$ cat src/rtl/complex_frequency_shifter_assert.svh
// Assertion macros for the complex frequency shifter, checked on clk, disabled in reset.
`ifndef COMPLEX_FREQUENCY_SHIFTER_ASSERT_SVH
`define COMPLEX_FREQUENCY_SHIFTER_ASSERT_SVH

`ifndef SYNTHESIS

// Check that a property holds at every clock edge out of reset
`define CFS_CHECK(label, prop) \
	label: assert property (@(posedge clk) disable iff (!arst_n) (prop)) \
		else $error("cfs assertion failed");

// Check that a condition never occurs out of reset
`define CFS_NEVER(label, expr) \
	label: assert property (@(posedge clk) disable iff (!arst_n) !(expr)) \
		else $error("cfs forbidden condition");

`else

`define CFS_CHECK(label, prop)
`define CFS_NEVER(label, expr)

`endif

`endif

$ cat src/rtl/cfs_pkg.sv
// Shared constants, types and table builder for the complex frequency shifter.
`timescale 1ns / 1ps

package cfs_pkg;

	// Default geometry
	localparam int SAMPLE_BITS_DEF     = 16;
	localparam int PHASE_BITS_DEF      = 32;
	localparam int TABLE_ADDR_BITS_DEF = 10;

	// Configuration port
	localparam int STEP_BITS      = 32;
	localparam int CFG_INDEX_BITS = 1;
	localparam int CFG_DATA_BITS  = 32;

	typedef enum logic [CFG_INDEX_BITS-1:0] {
		REG_PHASE_STEP = 1'b0,
		REG_KEEP_PHASE = 1'b1
	} cfs_reg_t;

	// Output queue sizing
	localparam int FIFO_DEPTH    = 4;
	localparam int FIFO_PTR_BITS = 2;
	localparam int FIFO_LVL_BITS = 3;

	// Quadrant decode that travels with the table read data
	typedef struct packed {
		logic sin_neg;
		logic sin_full;
		logic cos_neg;
		logic cos_full;
	} cfs_quad_t;

	// Quarter-wave sine entry: Q30 Taylor series, rounded to the sample amplitude
	function automatic longint unsigned table_entry(input int unsigned k,
		input int tab_bits, input int sample_bits);
		longint unsigned one_q30;
		longint unsigned amp;
		longint unsigned x;
		longint unsigned x2;
		longint unsigned t;
		longint unsigned s;
		longint unsigned v;
		one_q30 = 64'd1 << 30;
		amp = (64'd1 << (sample_bits - 1)) - 64'd1;
		x = (64'(k) * 64'd1686629713 + ((64'd1 << tab_bits) >> 1)) >> tab_bits;
		x2 = (x * x) >> 30;
		t = one_q30;
		t = one_q30 - ((x2 * t) >> 30) / 64'd272;
		t = one_q30 - ((x2 * t) >> 30) / 64'd210;
		t = one_q30 - ((x2 * t) >> 30) / 64'd156;
		t = one_q30 - ((x2 * t) >> 30) / 64'd110;
		t = one_q30 - ((x2 * t) >> 30) / 64'd72;
		t = one_q30 - ((x2 * t) >> 30) / 64'd42;
		t = one_q30 - ((x2 * t) >> 30) / 64'd20;
		t = one_q30 - ((x2 * t) >> 30) / 64'd6;
		s = (x * t) >> 30;
		v = (s * amp + (64'd1 << 29)) >> 30;
		if (v > amp) begin
			v = amp;
		end
		return v;
	endfunction

endpackage

$ cat src/rtl/cfs_mixer.sv
// Complex mixer: signed phasor, registered products, rounding and saturation.
`timescale 1ns / 1ps

module cfs_mixer #(
	parameter int SAMPLE_BITS = cfs_pkg::SAMPLE_BITS_DEF
) (
	input  logic                          clk,
	input  logic signed [SAMPLE_BITS-1:0] in_i_s1,
	input  logic signed [SAMPLE_BITS-1:0] in_q_s1,
	input  logic        [SAMPLE_BITS-2:0] sin_mag_s1,
	input  logic        [SAMPLE_BITS-2:0] cos_mag_s1,
	input  cfs_pkg::cfs_quad_t            quad_s1,
	output logic signed [SAMPLE_BITS-1:0] out_i,
	output logic signed [SAMPLE_BITS-1:0] out_q
);

	localparam int PROD_BITS = 2 * SAMPLE_BITS;
	localparam int SUM_BITS  = 2 * SAMPLE_BITS + 1;
	localparam logic [SAMPLE_BITS-2:0] AMP = '1;
	localparam logic signed [SUM_BITS-1:0] HALF  = SUM_BITS'(64'd1 << (SAMPLE_BITS - 2));
	localparam logic signed [SUM_BITS-1:0] MAX_V = SUM_BITS'(AMP);
	localparam logic signed [SUM_BITS-1:0] MIN_V = -MAX_V - SUM_BITS'(1);

	logic        [SAMPLE_BITS-2:0] sin_m;
	logic        [SAMPLE_BITS-2:0] cos_m;
	logic signed [SAMPLE_BITS-1:0] sin_v;
	logic signed [SAMPLE_BITS-1:0] cos_v;
	logic signed [PROD_BITS-1:0]   p_ic_s2;
	logic signed [PROD_BITS-1:0]   p_qs_s2;
	logic signed [PROD_BITS-1:0]   p_is_s2;
	logic signed [PROD_BITS-1:0]   p_qc_s2;
	logic signed [SUM_BITS-1:0]    sum_i;
	logic signed [SUM_BITS-1:0]    sum_q;
	logic signed [SUM_BITS-1:0]    rnd_i;
	logic signed [SUM_BITS-1:0]    rnd_q;

	// Build the signed phasor; a quarter-turn point takes full amplitude
	always_comb begin
		sin_m = quad_s1.sin_full ? AMP : sin_mag_s1;
		cos_m = quad_s1.cos_full ? AMP : cos_mag_s1;
		sin_v = quad_s1.sin_neg ? -$signed({1'b0, sin_m}) : $signed({1'b0, sin_m});
		cos_v = quad_s1.cos_neg ? -$signed({1'b0, cos_m}) : $signed({1'b0, cos_m});
	end

	// Register the four partial products
	always_ff @(posedge clk) begin
		p_ic_s2 <= PROD_BITS'(in_i_s1) * PROD_BITS'(cos_v);
		p_qs_s2 <= PROD_BITS'(in_q_s1) * PROD_BITS'(sin_v);
		p_is_s2 <= PROD_BITS'(in_i_s1) * PROD_BITS'(sin_v);
		p_qc_s2 <= PROD_BITS'(in_q_s1) * PROD_BITS'(cos_v);
	end

	// Combine, round half up, then clip to the sample range
	always_comb begin
		sum_i = SUM_BITS'(p_ic_s2) - SUM_BITS'(p_qs_s2);
		sum_q = SUM_BITS'(p_is_s2) + SUM_BITS'(p_qc_s2);
		rnd_i = (sum_i + HALF) >>> (SAMPLE_BITS - 1);
		rnd_q = (sum_q + HALF) >>> (SAMPLE_BITS - 1);
		if (rnd_i > MAX_V) begin
			out_i = SAMPLE_BITS'(MAX_V);
		end else if (rnd_i < MIN_V) begin
			out_i = SAMPLE_BITS'(MIN_V);
		end else begin
			out_i = SAMPLE_BITS'(rnd_i);
		end
		if (rnd_q > MAX_V) begin
			out_q = SAMPLE_BITS'(MAX_V);
		end else if (rnd_q < MIN_V) begin
			out_q = SAMPLE_BITS'(MIN_V);
		end else begin
			out_q = SAMPLE_BITS'(rnd_q);
		end
	end

endmodule

$ cat config.mk
export PLATFORM = sky130hd
export DESIGN_NAME = cfs_mixer
export DESIGN_NICKNAME = d
export VERILOG_FILES = /design/src/rtl/complex_frequency_shifter_assert.svh /design/src/rtl/cfs_pkg.sv /design/src/rtl/cfs_mixer.sv
export SDC_FILE = /design/constraint.sdc
export NUM_CORES = 2
export LEC_CHECK = 0
export BUFFER_PORTS_ARGS = -buffer_cell sky130_fd_sc_hd__buf_4
export CAP_MARGIN = 20
export CORE_UTILIZATION = 43
export DETAILED_ROUTE_END_ITERATION = 10
export GPL_TIMING_DRIVEN = 0
export SLEW_MARGIN = 20
export SYNTH_ARGS = -nofsm -noshare
export SYNTH_HDL_FRONTEND = slang
export SYNTH_SLANG_ARGS = --single-unit
$ cat constraint.sdc
create_clock -name clk -period 9.2 [get_ports clk]
set_input_delay 1.38 -clock clk [delete_from_list [all_inputs] [get_ports clk]]
set_output_delay 1.38 -clock clk [all_outputs]
set_load 0.01 [all_outputs]
==> run_results.csv <==
group,metric,value,unit
timing,finalSetupViolations,0,
placement,finalWeightedCongestion,0.9893,
worst_setup_path,startpoint_type,"input port",
finish,drive_gt1_share,7.514,%
yosys,ys.flop_type,"dfxtp_1",
yosys,syn_nets,6869,
yosys,synth_area,0.04709,mm2
timing,rsz0062_at_grt,"yes",
cts,htree_levels,4,
placement,hpwl,130800,um
timing,maxSlewViolCount,0,
timing,worst_slack,110.4,ps
worst_setup_path,critical_path_class,"input port to flip-flop",
yosys,synth_edf_count,0,
yosys,synth_cells,5302,
cts,clk_pin_slew,60,ps
route,drc,3,
cts,clockRootBuffer,"clkbuf_16",
cts,cts_buffers,17,
route,dr.first_iter.drc_count,2826,
route,vias_per_cell,5.251,
cts,cts_num_sinks,128,
floorplanning,fp.dieW,332.9,um
finish,fin_nets,7037,
floorplanning,dieArea,0.1108,mm2
grt,antenna_found_initial,12,
finish,fillerInstances,10560,
timing,worst_hold_slack,1449,ps
worst_setup_path,cp.required,9570,ps
route,dr.pass1.iters,9,
worst_setup_path,cp_max_fo,10,
cts,clock_path_buffers,2,
placement,place_area,0.04970,mm2
timing,worst_pin_slew,1130,ps
flow_run,cap_violations,0,
grt,track_usage,28.58,%
timing,maxSlewHeadroom,24.66,%
route,vias,36270,
yosys,async_flop_share,0,%
grt,overflow,0,
timing,max_freq,0.1100,GHz
finish,regArea,0.002562,mm2
timing,hold_viol_final,0,
yosys,synth.avg_cell_area,8.882,um2
floorplanning,die_h,332.9,um
worst_setup_path,arrival,9460,ps
timing,min_period,9090,ps
finish,design_area,0.05171,mm2
floorplanning,pin_count,99,
grt,grt_max_degree,17,
finish,multi_input_comb_area,0.03950,mm2
timing,period_share,98.80,%
worst_setup_path,critPathCaptureType,"flip-flop",
grt,grt_pass1_vias,37310,
grt,grt_pass1_wl,235700,um
run_status,status,"finished, violations left",
cts,cts_tree,"built",
route,wl_per_cell,22.23,um
min_path,hp-class,"input port to flip-flop",
route,ant_nets,0,
floorplanning,initial_utilization,43.32,%
yosys,ys_seq_area_share,5.441,%
yosys,ys_warn_count,0,
floorplanning,num_rows,121,
run_status,violations,"DRC",
yosys,synth-seq-cells,128,
route,wirelength,153600,um
finish,syn_to_final_growth,9.817,%
placement,io_buffers,96,
yosys,post_synth_num_cell_types,88,
placement,dp_slack,-3502,ps
floorplanning,core-area,0.1087,mm2
[critical path: stages]
cell and delay, ps:
buf_4 150, nor3_2 250, nor3b_4 290, a21oi_1 100, o22ai_1 580, clkbuf_1 770, and2_1 260, fa_1 420
inv_1 80, fa_1 440, fa_1 520, inv_1 50, fa_1 510, fa_1 500, inv_1 50, fa_1 480
inv_1 50, ha_1 330, a21o_1 200, a21o_1 170, a21o_1 170, a21o_1 200, a221oi_4 350, o21a_2 250
nor2_1 90, a2111oi_4 370, a21oi_2 120, xnor2_2 330
[per-layer routing]
| metal | track usage, % | vias up | routed length, um |
|---|---|---|---|
| met5 | 1.737 | - | 46 |
| met4 | 12.93 | 6 | 8197 |
| met3 | 5.591 | 316 | 13590 |
| met2 | 43.73 | 1511 | 67150 |
| met1 | 38.98 | 18220 | 64580 |
| li1 | - | 16220 | - |
[placed cells by master (no fill, tap or decap), types with 42 or more instances in the layout]
cell      count
inv_1      1285
fa_1       1038
nand2_1     602
ha_1        440
and2_1      317
nor2_1      177
a21oi_1     154
buf_4       141
clkbuf_1    134
nor2b_1     133
xnor2_1     128
dfxtp_1     128
o21ai_0      82
a21o_1       58
clkbuf_2     42
nor3_1       42
[state kept, by name, indices dropped and copies added (netlist names)]
signal / flops
p_qs_s2: 32
p_ic_s2: 32
p_qc_s2: 32
p_is_s2: 32
[logic make-up (layout without fill, tap and decap cells)]
family / after synthesis / after routing / synth area share, %
compound gates: 537 / 537 / 7.461
xor+xnor: 177 / 177 / 3.292
fa+ha+maj: 1500 / 1500 / 56.56
buf+inv: 1510 / 1691 / 12.15
flops: 128 / 128 / 5.441
mux: 4 / 4 / 0.08503
other cells: 0 / 10 / 0
simple gates: 1446 / 1446 / 15.01
[timing repair]
item                                    CTS  global route
endpoints found under the setup margin   86            35
hold buffers                              0             0
gates resized for setup                 158           143
pin swaps                                36            54
cloned                                    0             1
setup buffers                            33            21
[path summary, 6_finish.rpt]
path / from / endpoint / slack (ps) / cells past startpoint
max: sin_mag_s1[2] / p_qs_s2[31] / 110 / 28
min: in_i_s1[1] / p_ic_s2[1] / 1450 / 3
[cells in the mapped netlist (all sizes together), types with 26 or more instances]
cell type,n,share of area (%)
fa,1048,45
nand3,33,0.35
nor3,47,0.52
a21o,58,0.92
o21bai,28,0.45
a21oi,168,1.8
and2,318,4.2
o21a,26,0.41
inv,1287,10
nand2,608,4.9
xor2,43,0.80
nor2b,135,1.8
clkbuf,207,1.6
ha,452,12
dfxtp,128,5.4
o21ai,94,1.0
xnor2,134,2.5
nor2,182,1.5
nand2b,33,0.44
[metrics by stage]
| stage | utilization, % | TNS, ps | instances |
|---|---|---|---|
| 4_1_cts | 47.12 | 0 | 6876 |
| 2_1_floorplan | - | 0 | 5302 |
| 3_5_place_dp | 45.72 | -160460 | 6812 |
| 3_3_place_gp | 45.69 | -168780 | 6812 |
| 6_report | 47.57 | 0 | 6907 |
| 5_1_grt | 47.56 | -107.1 | 6901 |
[area by class of cell]
| class | count | share of cell area, % |
|---|---|---|
| Multi-Input combinational cell | 3664 | 76.38 |
| Inverter | 1288 | 9.349 |
| Sequential cell | 128 | 4.955 |
| Tap cell | 1414 | 3.421 |
| Timing Repair Buffer | 151 | 2.470 |
| Buffer | 220 | 2.340 |
| Clock buffer | 26 | 0.9266 |
| Clock inverter | 6 | 0.1113 |
| Antenna cell | 10 | 0.04839 |
Power is left out: the tool's default activity adds up to more than one toggle a clock period on the data nets, which glitch-free logic cannot reach.
