$ cat src/rtl/complex_frequency_shifter_assert.svh
// Assertion macros for the complex frequency shifter, checked on clk, disabled in reset.
`ifndef COMPLEX_FREQUENCY_SHIFTER_ASSERT_SVH
`define COMPLEX_FREQUENCY_SHIFTER_ASSERT_SVH

`ifndef SYNTHESIS

// Check that a property holds at every clock edge out of reset
`define CFS_CHECK(label, prop) \
	label: assert property (@(posedge clk) disable iff (!arst_n) (prop)) \
		else $error("cfs assertion failed");

// Check that a condition never occurs out of reset
`define CFS_NEVER(label, expr) \
	label: assert property (@(posedge clk) disable iff (!arst_n) !(expr)) \
		else $error("cfs forbidden condition");

`else

`define CFS_CHECK(label, prop)
`define CFS_NEVER(label, expr)

`endif

`endif

$ cat src/rtl/cfs_pkg.sv
// Shared constants, types and table builder for the complex frequency shifter.
`timescale 1ns / 1ps

package cfs_pkg;

	// Default geometry
	localparam int SAMPLE_BITS_DEF     = 16;
	localparam int PHASE_BITS_DEF      = 32;
	localparam int TABLE_ADDR_BITS_DEF = 10;

	// Configuration port
	localparam int STEP_BITS      = 32;
	localparam int CFG_INDEX_BITS = 1;
	localparam int CFG_DATA_BITS  = 32;

	typedef enum logic [CFG_INDEX_BITS-1:0] {
		REG_PHASE_STEP = 1'b0,
		REG_KEEP_PHASE = 1'b1
	} cfs_reg_t;

	// Output queue sizing
	localparam int FIFO_DEPTH    = 4;
	localparam int FIFO_PTR_BITS = 2;
	localparam int FIFO_LVL_BITS = 3;

	// Quadrant decode that travels with the table read data
	typedef struct packed {
		logic sin_neg;
		logic sin_full;
		logic cos_neg;
		logic cos_full;
	} cfs_quad_t;

	// Quarter-wave sine entry: Q30 Taylor series, rounded to the sample amplitude
	function automatic longint unsigned table_entry(input int unsigned k,
		input int tab_bits, input int sample_bits);
		longint unsigned one_q30;
		longint unsigned amp;
		longint unsigned x;
		longint unsigned x2;
		longint unsigned t;
		longint unsigned s;
		longint unsigned v;
		one_q30 = 64'd1 << 30;
		amp = (64'd1 << (sample_bits - 1)) - 64'd1;
		x = (64'(k) * 64'd1686629713 + ((64'd1 << tab_bits) >> 1)) >> tab_bits;
		x2 = (x * x) >> 30;
		t = one_q30;
		t = one_q30 - ((x2 * t) >> 30) / 64'd272;
		t = one_q30 - ((x2 * t) >> 30) / 64'd210;
		t = one_q30 - ((x2 * t) >> 30) / 64'd156;
		t = one_q30 - ((x2 * t) >> 30) / 64'd110;
		t = one_q30 - ((x2 * t) >> 30) / 64'd72;
		t = one_q30 - ((x2 * t) >> 30) / 64'd42;
		t = one_q30 - ((x2 * t) >> 30) / 64'd20;
		t = one_q30 - ((x2 * t) >> 30) / 64'd6;
		s = (x * t) >> 30;
		v = (s * amp + (64'd1 << 29)) >> 30;
		if (v > amp) begin
			v = amp;
		end
		return v;
	endfunction

endpackage

$ cat src/rtl/cfs_fifo.sv
// Small result queue that decouples the mixer pipeline from output backpressure.
`timescale 1ns / 1ps

module cfs_fifo #(
	parameter int WIDTH = 33
) (
	input  logic                              clk,
	input  logic                              arst_n,
	input  logic                              push,
	input  logic [WIDTH-1:0]                  push_data,
	input  logic                              pop,
	output logic [WIDTH-1:0]                  pop_data,
	output logic                              not_empty,
	output logic [cfs_pkg::FIFO_LVL_BITS-1:0] level
);

	logic [WIDTH-1:0]                  mem_q [cfs_pkg::FIFO_DEPTH];
	logic [cfs_pkg::FIFO_PTR_BITS-1:0] head_q;
	logic [cfs_pkg::FIFO_PTR_BITS-1:0] tail_q;
	logic [cfs_pkg::FIFO_LVL_BITS-1:0] level_q;
	logic                              do_pop;

	assign do_pop    = pop && not_empty;
	assign not_empty = (level_q != '0);
	assign level     = level_q;
	assign pop_data  = mem_q[head_q];

	// Store entries
	always_ff @(posedge clk) begin
		if (push) begin
			mem_q[tail_q] <= push_data;
		end
	end

	// Advance pointers and level
	always_ff @(posedge clk or negedge arst_n) begin
		if (!arst_n) begin
			head_q  <= '0;
			tail_q  <= '0;
			level_q <= '0;
		end else begin
			if (push) begin
				tail_q <= tail_q + 1'b1;
			end
			if (do_pop) begin
				head_q <= head_q + 1'b1;
			end
			level_q <= level_q + cfs_pkg::FIFO_LVL_BITS'(push)
				- cfs_pkg::FIFO_LVL_BITS'(do_pop);
		end
	end

endmodule

$ cat config.mk
export PLATFORM = sky130hd
export DESIGN_NAME = cfs_fifo
export DESIGN_NICKNAME = d
export VERILOG_FILES = /design/src/rtl/complex_frequency_shifter_assert.svh /design/src/rtl/cfs_pkg.sv /design/src/rtl/cfs_fifo.sv
export SDC_FILE = /design/constraint.sdc
export NUM_CORES = 1
export LEC_CHECK = 0
export BUFFER_PORTS_ARGS = -buffer_cell sky130_fd_sc_hd__buf_2
export CORE_ASPECT_RATIO = 0.7
export CORE_MARGIN = 2
export CORE_UTILIZATION = 51
export DETAILED_ROUTE_END_ITERATION = 8
export PLACE_DENSITY_LB_ADDON = 0.1
export SLEW_MARGIN = 40
export SYNTH_ARGS = -nofsm -noshare
export SYNTH_HDL_FRONTEND = slang
export SYNTH_SLANG_ARGS = --single-unit
$ cat constraint.sdc
create_clock -name clk -period 1.8 [get_ports clk]
set_input_delay 0.36 -clock clk [delete_from_list [all_inputs] [get_ports clk]]
set_output_delay 0.36 -clock clk [all_outputs]
set_load 0.02 [all_outputs]
==> results of run 1 <==
[per-stage QoR]
stage          hold WS (ps)  area, sq um
2_1_floorplan          64.4         5220
3_3_place_gp            209         5810
3_5_place_dp            212         5810
4_1_cts                 149         6450
5_1_grt                 150         6740
6_report                166         6740
[layout make-up]
class | count | area, sq um
inverters | 6 | 22.5
well taps | 128 | 160
clock inverters | 13 | 175
repair buffers | 99 | 830
flip-flops and latches | 139 | 4140
multi-input cells | 54 | 973
fillers | 645 | 3100
clock buffers | 19 | 433
[logic make-up after synthesis]
group	Yosys count	share of synthesized area
adders and majority gates	7	0.0182
AOI/OAI and AO/OA	3	0.00432
and+or+nand+nor	6	0.00672
buffers and inverters	14	0.0218
DFF	139	0.794
muxes	33	0.146
xor gates and xnor gates	5	0.00840
[metal layers]
metal  vias to the layer above  wire, um  global-route usage
met2                        63      4370               0.277
met1                      1263      4210               0.219
met5                         -         0                   0
met4                         0        96              0.0606
met3                        10       444              0.0695
li1                       1092         -                   -
[state kept, by name, summed over array words and instances, names as in the netlist]
| register | cells |
|---|---|
| mem_q | 132 |
| level | 3 |
| head_q | 2 |
| tail_q | 2 |
[worst min-delay path by stage]
| stage | startpoint | to | cells past startpoint |
|---|---|---|---|
| floorplan | arst_n | head_q[0]$_DFFE_PN0P_ | 0 |
| global placement | arst_n | level[2]$_DFF_PN0_ | 1 |
| detailed placement | arst_n | level[2]$_DFF_PN0_ | 1 |
| CTS | push_data[19] | mem_q[1][19]$_DFFE_PP_ | 1 |
| global route | push_data[19] | mem_q[1][19]$_DFFE_PP_ | 1 |
| finish | push_data[25] | mem_q[0][25]$_DFFE_PP_ | 1 |
[power by group through the flow]
stage	sequential (W)	clock, W	combinational [W]
finish	0.00443	0.00351	0.00446
global route	0.00448	0.00371	0.00474
CTS	0.00445	0.00356	0.00365
detailed placement	0.00450	0	0.00358
global placement	0.00448	0	0.00354
floorplan	0.00449	0	0.00248
[placed cells by master (no fill, tap or decap), types with 5 or more instances in the layout]
master	instances
ha_1	5
mux4_2	30
buf_2	46
clkbuf_16	20
buf_4	17
edfxtp_1	132
inv_1	6
buf_6	29
[worst max-delay path, stage by stage (launching register included)]
cell       delay, ps
dfrtp_2          380
buf_12           150
clkbuf_16        170
mux4_2           510
buf_6            150
[what timing repair did]
| action | CTS | global route |
|---|---|---|
| gates cloned | 0 | 3 |
| gates resized for setup | 7 | 53 |
| hold buffers | 1 | 0 |
| setup buffers | 1 | 4 |
| endpoints found under the setup margin | 35 | 36 |
| pin swaps | 1 | 1 |
| endpoints found under the hold margin | 7 | 0 |
==> run summary, run 1 <==
Die H: 88.6 um
RSZ-0062 raised after global routing: true
Post-synth ARST share: 0.0504
reg2reg setup slack: -90 ps
Clock Latency Late Sink: 410 ps
maximum fanout along the worst path: 7
Setup CP Type: reg -> out
minimum clock period: 2130 ps
startpoint types: flop
crit path capture type: output pin
cell with the most instances after synthesis: edfxtp_1
grt ovf: 0
NetSw: 0.00358 W
failing checks: setup timing
antenna cells: 0
sequential share of the synthesized area: 0.794
Nets: 361
Post-synth EDFFs: 132
CTS tree: done
I/O Pins: 74
First-pass DRT Iterations: 4
initial antenna violation count: 0
Non-Filler Instances: 458
max_slew headroom: 0.698
clk_skew: 14.8 ps
Finished Core Util: 0.685
Synth area leader: edfxtp_1
YS warnings: 0
Min-Delay Path Class: in -> reg
FF+latch count, synth: 139
DRC violations left: 0
# Max-Cap Violations: 0
number of DRC markers in iteration 0: 118
TritonCTS sink count: 139
P_int: 0.00882 W
Primary FF master, synth: edfxtp_1
pre-CTS setup slack: -78.3 ps
GRT Overall Usage: 0.172
PD cells: 1840 mW/mm^2
vias in the first global route: 2520
Critical Path Start: head_q[0]$_DFFE_PN0P_
library cells used by synthesis: 18
Slew Viols, Final: 0
Core Area: 0.00983 sq mm
cts bufs inserted: 17
Reg power frac: 0.357
final-report hold violation count: 0
Vias: 2428
Reg-to-Reg End: level[2]$_DFF_PN0_
Max Freq: 468 MHz
share of the synthesized area in the top cell type: 0.761
Setup-failing EPs final: 34
Area contributors post-synth: edfxtp_1 76%, mux4_2 12%, dfrtp_1 3.4%
Die X: 125 um
Clock transition at path regs: 60 ps
R2R depth: 7
total power: 0.0124 W
final WL: 9120 um
Setup WS post-layout: -335 ps
Worst EP arrival: 1770 ps
count of mapped cells out of synthesis: 207
IO buf count: 73
status: finished with violations
Setup Total Neg Slack: -9580 ps
first-pass GRT wire length: 13500 um
Post-Syn Area: 0.00521 sq mm
Combinational Power Share: 0.359
Vias/cell: 5.30
wire per inst: 19.9 um
crit share post-route: 1.19
Required @ worst endpoint: 1440 ps
Worst Setup EP: pop_data[15]
VDD IR max: 882 uV
sw frac: 0.289
top post-synthesis cells by count: 132 x edfxtp_1, 28 x mux4_2, 7 x dfrtp_1, 6 x ha_1, 6 x inv_1
detailed placement HPWL: 5470 um
DRT antenna net count: 0
Clk network pwr share: 0.283
Max Root-Sink Buffers: 2
initial cell density of the core: 0.530
placed cells: 417
FP Rows: 30
Mapped Nets: 251
worst r2r src: level[2]$_DFF_PN0_
P&R area growth vs syn: 29.3%
root buffer cell: clkbuf_16
DIE AREA: 0.0111 sq mm
largest net degree at the start of global routing: 21
Synth Area per Inst: 25.2 sq um
P_leak: 2.43 nW
CTS H-Tree Depth: 4
Worst-Margin Slew: 447 ps
share of layout cells above drive strength 1: 0.503
gpl congestion: 0.690
Note: power is estimated with default switching activity, not from simulation.
==> run 2, diff against run 1 <==
Settings changed: ABC_AREA from default to 1, CELL_PAD_IN_SITES_DETAIL_PLACEMENT from default to 0, CELL_PAD_IN_SITES_GLOBAL_PLACEMENT from default to 1, CORE_UTILIZATION 51 to 41.
Clock period 1.8 ns to 1.7 ns, I/O delays scaled along.
==> run summary, run 2 <==
largest net degree at the start of global routing: 43
detailed placement HPWL: 6320 um
DRC violations left: 0
Clock transition at path regs: 60 ps
Vias/cell: 4.66
first-pass GRT wire length: 17400 um
crit path cell chain: buf_12 > clkbuf_16 > nor2_4 > nor2_1 > o21ai_1 > nand2_1 > buf_6
antenna cells: 0
Setup WS post-layout: -333 ps
Non-Filler Instances: 784
Setup Total Neg Slack: -10070 ps
IO buf count: 73
most common cell after layout, fill and taps aside: edfxtp_1
Min-Delay Path Class: in -> reg
highest-count cells in the layout ignoring fill and taps: 132 x edfxtp_1, 107 x nand2_1, 51 x o21ai_1
Post-synth EDFFs: 132
initial cell density of the core: 0.423
Synth area leader: edfxtp_1
top post-synthesis cells by count: 132 x edfxtp_1, 115 x nand2_1, 67 x nor2_1, 60 x o21ai_0, 47 x inv_1
Nets: 630
grt ovf: 0
post-route cell area: 0.00787 sq mm
total power: 0.0160 W
Vias: 3653
Post-Syn Area: 0.00561 sq mm
Synth Area per Inst: 11.9 sq um
Primary FF master, synth: edfxtp_1
family with the most delay on the worst path: flip-flops
P_leak: 3.18 nW
Setup CP Type: reg -> out
Core Area: 0.0133 sq mm
Max Root-Sink Buffers: 2
DP Area: 0.00633 sq mm
library cells used by synthesis: 18
slowest stage delay, CP: 510 ps
Clock Latency Late Sink: 410 ps
Max Freq: 492 MHz
final WL: 12600 um
root buffer cell: clkbuf_16
max reg flops: 132
Required @ worst endpoint: 1360 ps
clk_skew: 7.00 ps
crit share post-route: 1.20
PD cells: 2030 mW/mm^2
largest register by flop count: mem_q
Post-synth ARST share: 0.0504
FF+latch count, synth: 139
max_slew headroom: 0.786
wire per inst: 16.1 um
share of the synthesized area in the top cell type: 0.707
Mapped Nets: 514
crit path capture type: output pin
RSZ-0062 raised after global routing: true
CTS H-Tree Depth: 4
CTS tree: done
P&R area growth vs syn: 40.3%
Critical-path top delay cell: dfrtp_4
Finished Core Util: 0.593
sequential share of the synthesized area: 0.738
DRT antenna net count: 0
minimum clock period: 2030 ps
Worst-Margin Slew: 321 ps
Buf/Inv on CP: 3
FP Rows: 35
final-report hold violation count: 0
share of layout cells above drive strength 1: 0.354
Setup-failing EPs final: 35
number of DRC markers in iteration 0: 180
startpoint types: flop
DIE AREA: 0.0147 sq mm
First-pass DRT Iterations: 4
GRT Overall Usage: 0.161
gpl congestion: 0.750
count of mapped cells out of synthesis: 470
vias in the first global route: 3398
TritonCTS sink count: 139
placed cells: 727
cell with the most instances after synthesis: edfxtp_1
YS warnings: 0
maximum fanout along the worst path: 6
failing checks: setup timing
Worst EP arrival: 1690 ps
Slew Viols, Final: 0
cts bufs inserted: 17
Area contributors post-synth: edfxtp_1 71%, nand2_1 7.7%, o21ai_0 5.4%
I/O Pins: 74
Die H: 102 um
initial antenna violation count: 1
VDD IR max: 1010 uV
# Max-Cap Violations: 0
Die X: 144 um
status: finished with violations
[run 2: cell types whose count changed after synthesis, moves of 5 or more]
cell,previous run,this run
nand2_1,1,115
nor2_1,0,67
mux4_2,28,0
mux4_1,5,0
inv_1,6,47
o21ai_1,0,7
o21ai_0,1,60
clkbuf_1,0,8
[run 2: final timing paths]
path | slack, ps | start | to | depth (start not counted)
worst min-delay path | 140 | push_data[13] | mem_q[3][13]$_DFFE_PP_ | 1
min in group asynchronous | 290 | arst_n | level[2]$_DFF_PN0_ | 2
worst max register to register | -180 | level[1]$_DFF_PN0_ | level[2]$_DFF_PN0_ | 11
worst max-delay path | -330 | head_q[0]$_DFFE_PN0P_ | pop_data[28] | 7
worst min register to register | 520 | head_q[1]$_DFFE_PN0P_ | head_q[1]$_DFFE_PN0P_ | 2
max in group asynchronous | 1230 | arst_n | head_q[0]$_DFFE_PN0P_ | 2
[run 2: power by group]
group / switching, W / total [W] / internal (W) / leakage [nW]
clock network: 0.00141 / 0.00402 / 0.00260 / 0.309
registers: 0.000239 / 0.00475 / 0.00451 / 1.29
logic: 0.00396 / 0.00721 / 0.00325 / 1.57
[run 2: routing by layer]
metal,part of all wire,track usage,vias up
li1,-,-,1807
met1,0.44,0.199,1755
met2,0.50,0.268,75
met3,0.045,0.0473,14
met4,0.010,0.0701,2
met5,0.00087,0,-
[run 2: metrics by stage]
step	hold slack (ps)	setup slack, ps
after CTS	125	-307
after global placement	191	-133
after detailed placement	193	-168
after global routing	125	-400
after floorplan	44.4	-295
final	141	-333
[run 2: final cells by class]
class                           instances  area (sq um)
Timing Repair Buffer                  119          1220
Clock inverter                         15           221
Tap cell                              185           231
Inverter                               48           190
Sequential cell                       139          4140
Multi-Input combinational cell        261          1440
Fill cell                            1088          5400
Clock buffer                           17           425
[run 2: repair_timing]
| item | in CTS | in global routing |
|---|---|---|
| setup buffers | 8 | 6 |
| setup endpoints to repair | 35 | 37 |
| hold buffers | 1 | 0 |
| hold endpoints to repair | 7 | 0 |
| pin swaps | 0 | 48 |
| cloned | 0 | 14 |
| gates resized for setup | 32 | 179 |
[run 2: cells by family after synthesis]
group	count (synthesis)	share of synthesized area
AOI/OAI and AO/OA	67	0.0598
xor gates and xnor gates	3	0.00468
adders and majority gates	7	0.0169
buffers and inverters	70	0.0573
DFF	139	0.738
and+or+nand+nor	184	0.124
[run 2: worst reg2reg max path, cell delays in order, from the launching register on]
cell and delay [ps]:
dfrtp_2 420, nor2_4 110, nand2_2 70, nand2_2 80, inv_2 50, ha_4 250
inv_2 30, ha_4 140, fa_2 350, xor2_1 160, nand2_1 60, nand2_1 40
==> run 3, diff against run 2 <==
Settings changed: REMOVE_ABC_BUFFERS from default to 1.
==> run summary, run 3 (synthesis gave the netlist of run 2 again) <==
status: finished with violations
failing checks: setup timing
TritonCTS sink count: 139
largest net degree at the start of global routing: 43
M2 GR Usage: 0.252
PD cells: 1920 mW/mm^2
pre-CTS setup slack: -222 ps
DRC violations left: 0
crit path capture type: output pin
vias in the first global route: 3300
RSZ-0062 raised after global routing: true
crit share post-route: 1.19
share of layout cells above drive strength 1: 0.294
FP Rows: 35
max_slew headroom: 0.747
IO buf count: 73
I/O Pins: 74
largest register by flop count: mem_q
CTS H-Tree Depth: 4
Required @ worst endpoint: 1360 ps
First-pass DRT Iterations: 4
Clock Latency Late Sink: 410 ps
clk_skew: 7.09 ps
final-report hold violation count: 0
most common cell after layout, fill and taps aside: edfxtp_1
Die X: 144 um
DIE AREA: 0.0147 sq mm
Setup-failing EPs final: 36
Max Freq: 494 MHz
final WL: 12000 um
Vias: 3554
DP Area: 0.00638 sq mm
max reg flops: 132
R2R depth: 15
Setup CP Type: reg -> out
initial cell density of the core: 0.423
GR Util met1: 0.210
Slew Viols, Final: 0
Worst Hold Path Cells: 1
Hold EP: mem_q[0][21]$_DFFE_PP_
slowest stage delay, CP: 500 ps
Vias/cell: 4.55
Reg-to-Reg End: head_q[0]$_DFFE_PN0P_
GRT Overall Usage: 0.160
Core Area: 0.0133 sq mm
root buffer cell: clkbuf_16
Die H: 102 um
minimum clock period: 2030 ps
Setup WS post-layout: -326 ps
antenna cells: 0
Nets: 627
Clock transition at path regs: 60 ps
Critical-path top delay cell: dfrtp_4
highest-count cells in the layout ignoring fill and taps: 132 x edfxtp_1, 113 x nand2_1, 47 x buf_2
Worst EP arrival: 1690 ps
VDD IR max: 905 uV
reg2reg setup slack: -180 ps
number of DRC markers in iteration 0: 147
gpl congestion: 0.776
first-pass GRT wire length: 17100 um
# Max-Cap Violations: 0
post-route cell area: 0.00742 sq mm
initial antenna violation count: 1
Worst-Margin Slew: 376 ps
detailed placement HPWL: 6570 um
fillers: 1130
wire per inst: 15.3 um
DRT antenna net count: 0
cts bufs inserted: 17
GR peak layer: met2
crit path cell chain: buf_12 > clkbuf_16 > o21ai_0 > nand2_1 > nand2_1 > buf_2
total power: 0.0143 W
startpoint types: flop
most used cell along the critical path: nand2_1
P_leak: 3.04 nW
met3 GRT Util: 0.0497
P&R area growth vs syn: 32.3%
grt ovf: 0
Min-Delay Path Class: in -> reg
Max Root-Sink Buffers: 2
CTS tree: done
worst r2r src: level[2]$_DFF_PN0_
maximum fanout along the worst path: 14
Hold Crit Start: push_data[21]
-- run 3: final cells by class --
cell class,instances,area (sq um),share of cell area
Clock inverter,10,76.3,0.0103
Sequential cell,139,4140,0.558
Tap cell,185,231,0.0312
Inverter,48,180,0.0243
Clock buffer,22,444,0.0598
Timing Repair Buffer,116,1090,0.146
Multi-Input combinational cell,261,1260,0.170
-- run 3: critical path, delay by kind of cell (launching register included) --
| family | cells | cell delay, ps |
|---|---|---|
| AO/OA/AOI/OAI | 1 | 170 |
| buffers and inverters | 3 | 480 |
| flip-flops | 1 | 500 |
| AND/OR/NAND/NOR | 2 | 120 |
-- run 3: how the worst max path moves through the flow --
stage | cells past startpoint | endpoint | start
finish | 6 | pop_data[21] | head_q[0]$_DFFE_PN0P_
floorplan | 3 | pop_data[0] | head_q[0]$_DFFE_PN0P_
global route | 7 | pop_data[31] | head_q[0]$_DFFE_PN0P_
global placement | 11 | level[2]$_DFF_PN0_ | level[1]$_DFF_PN0_
CTS | 6 | pop_data[9] | head_q[0]$_DFFE_PN0P_
detailed placement | 11 | level[2]$_DFF_PN0_ | level[1]$_DFF_PN0_
-- run 3: timing repair --
action / in CTS / in global routing
hold buffers: 1 / 0
setup endpoints to repair: 35 / 36
gates cloned: 0 / 6
hold endpoints to repair: 7 / 0
resized for setup: 31 / 109
buffers inserted: 8 / 3
pin swaps: 0 / 19
-- run 3: report_power, final --
part | total, W | switching [W] | leakage (nW) | internal, W
sequential | 0.00469 | 0.000183 | 1.29 | 0.00451
clock | 0.00328 | 0.00130 | 0.260 | 0.00198
combinational | 0.00631 | 0.00361 | 1.48 | 0.00270
-- run 3: through the flow --
step           instances  hold slack (ps)  setup TNS, ps   util
2_1_floorplan        448             44.4         -42220      -
3_3_place_gp         731              182           -208  0.481
3_5_place_dp         731              187           -227  0.481
4_1_cts              772              130          -8560  0.531
5_1_grt              781              129         -12990  0.559
6_report             781              144         -10000  0.559
-- run 3: routing by layer --
metal / vias to the layer above / wire length (um)
met5: - / 7
met4: 2 / 149
met3: 14 / 479
met2: 60 / 5800
met1: 1688 / 5520
li1: 1790 / -
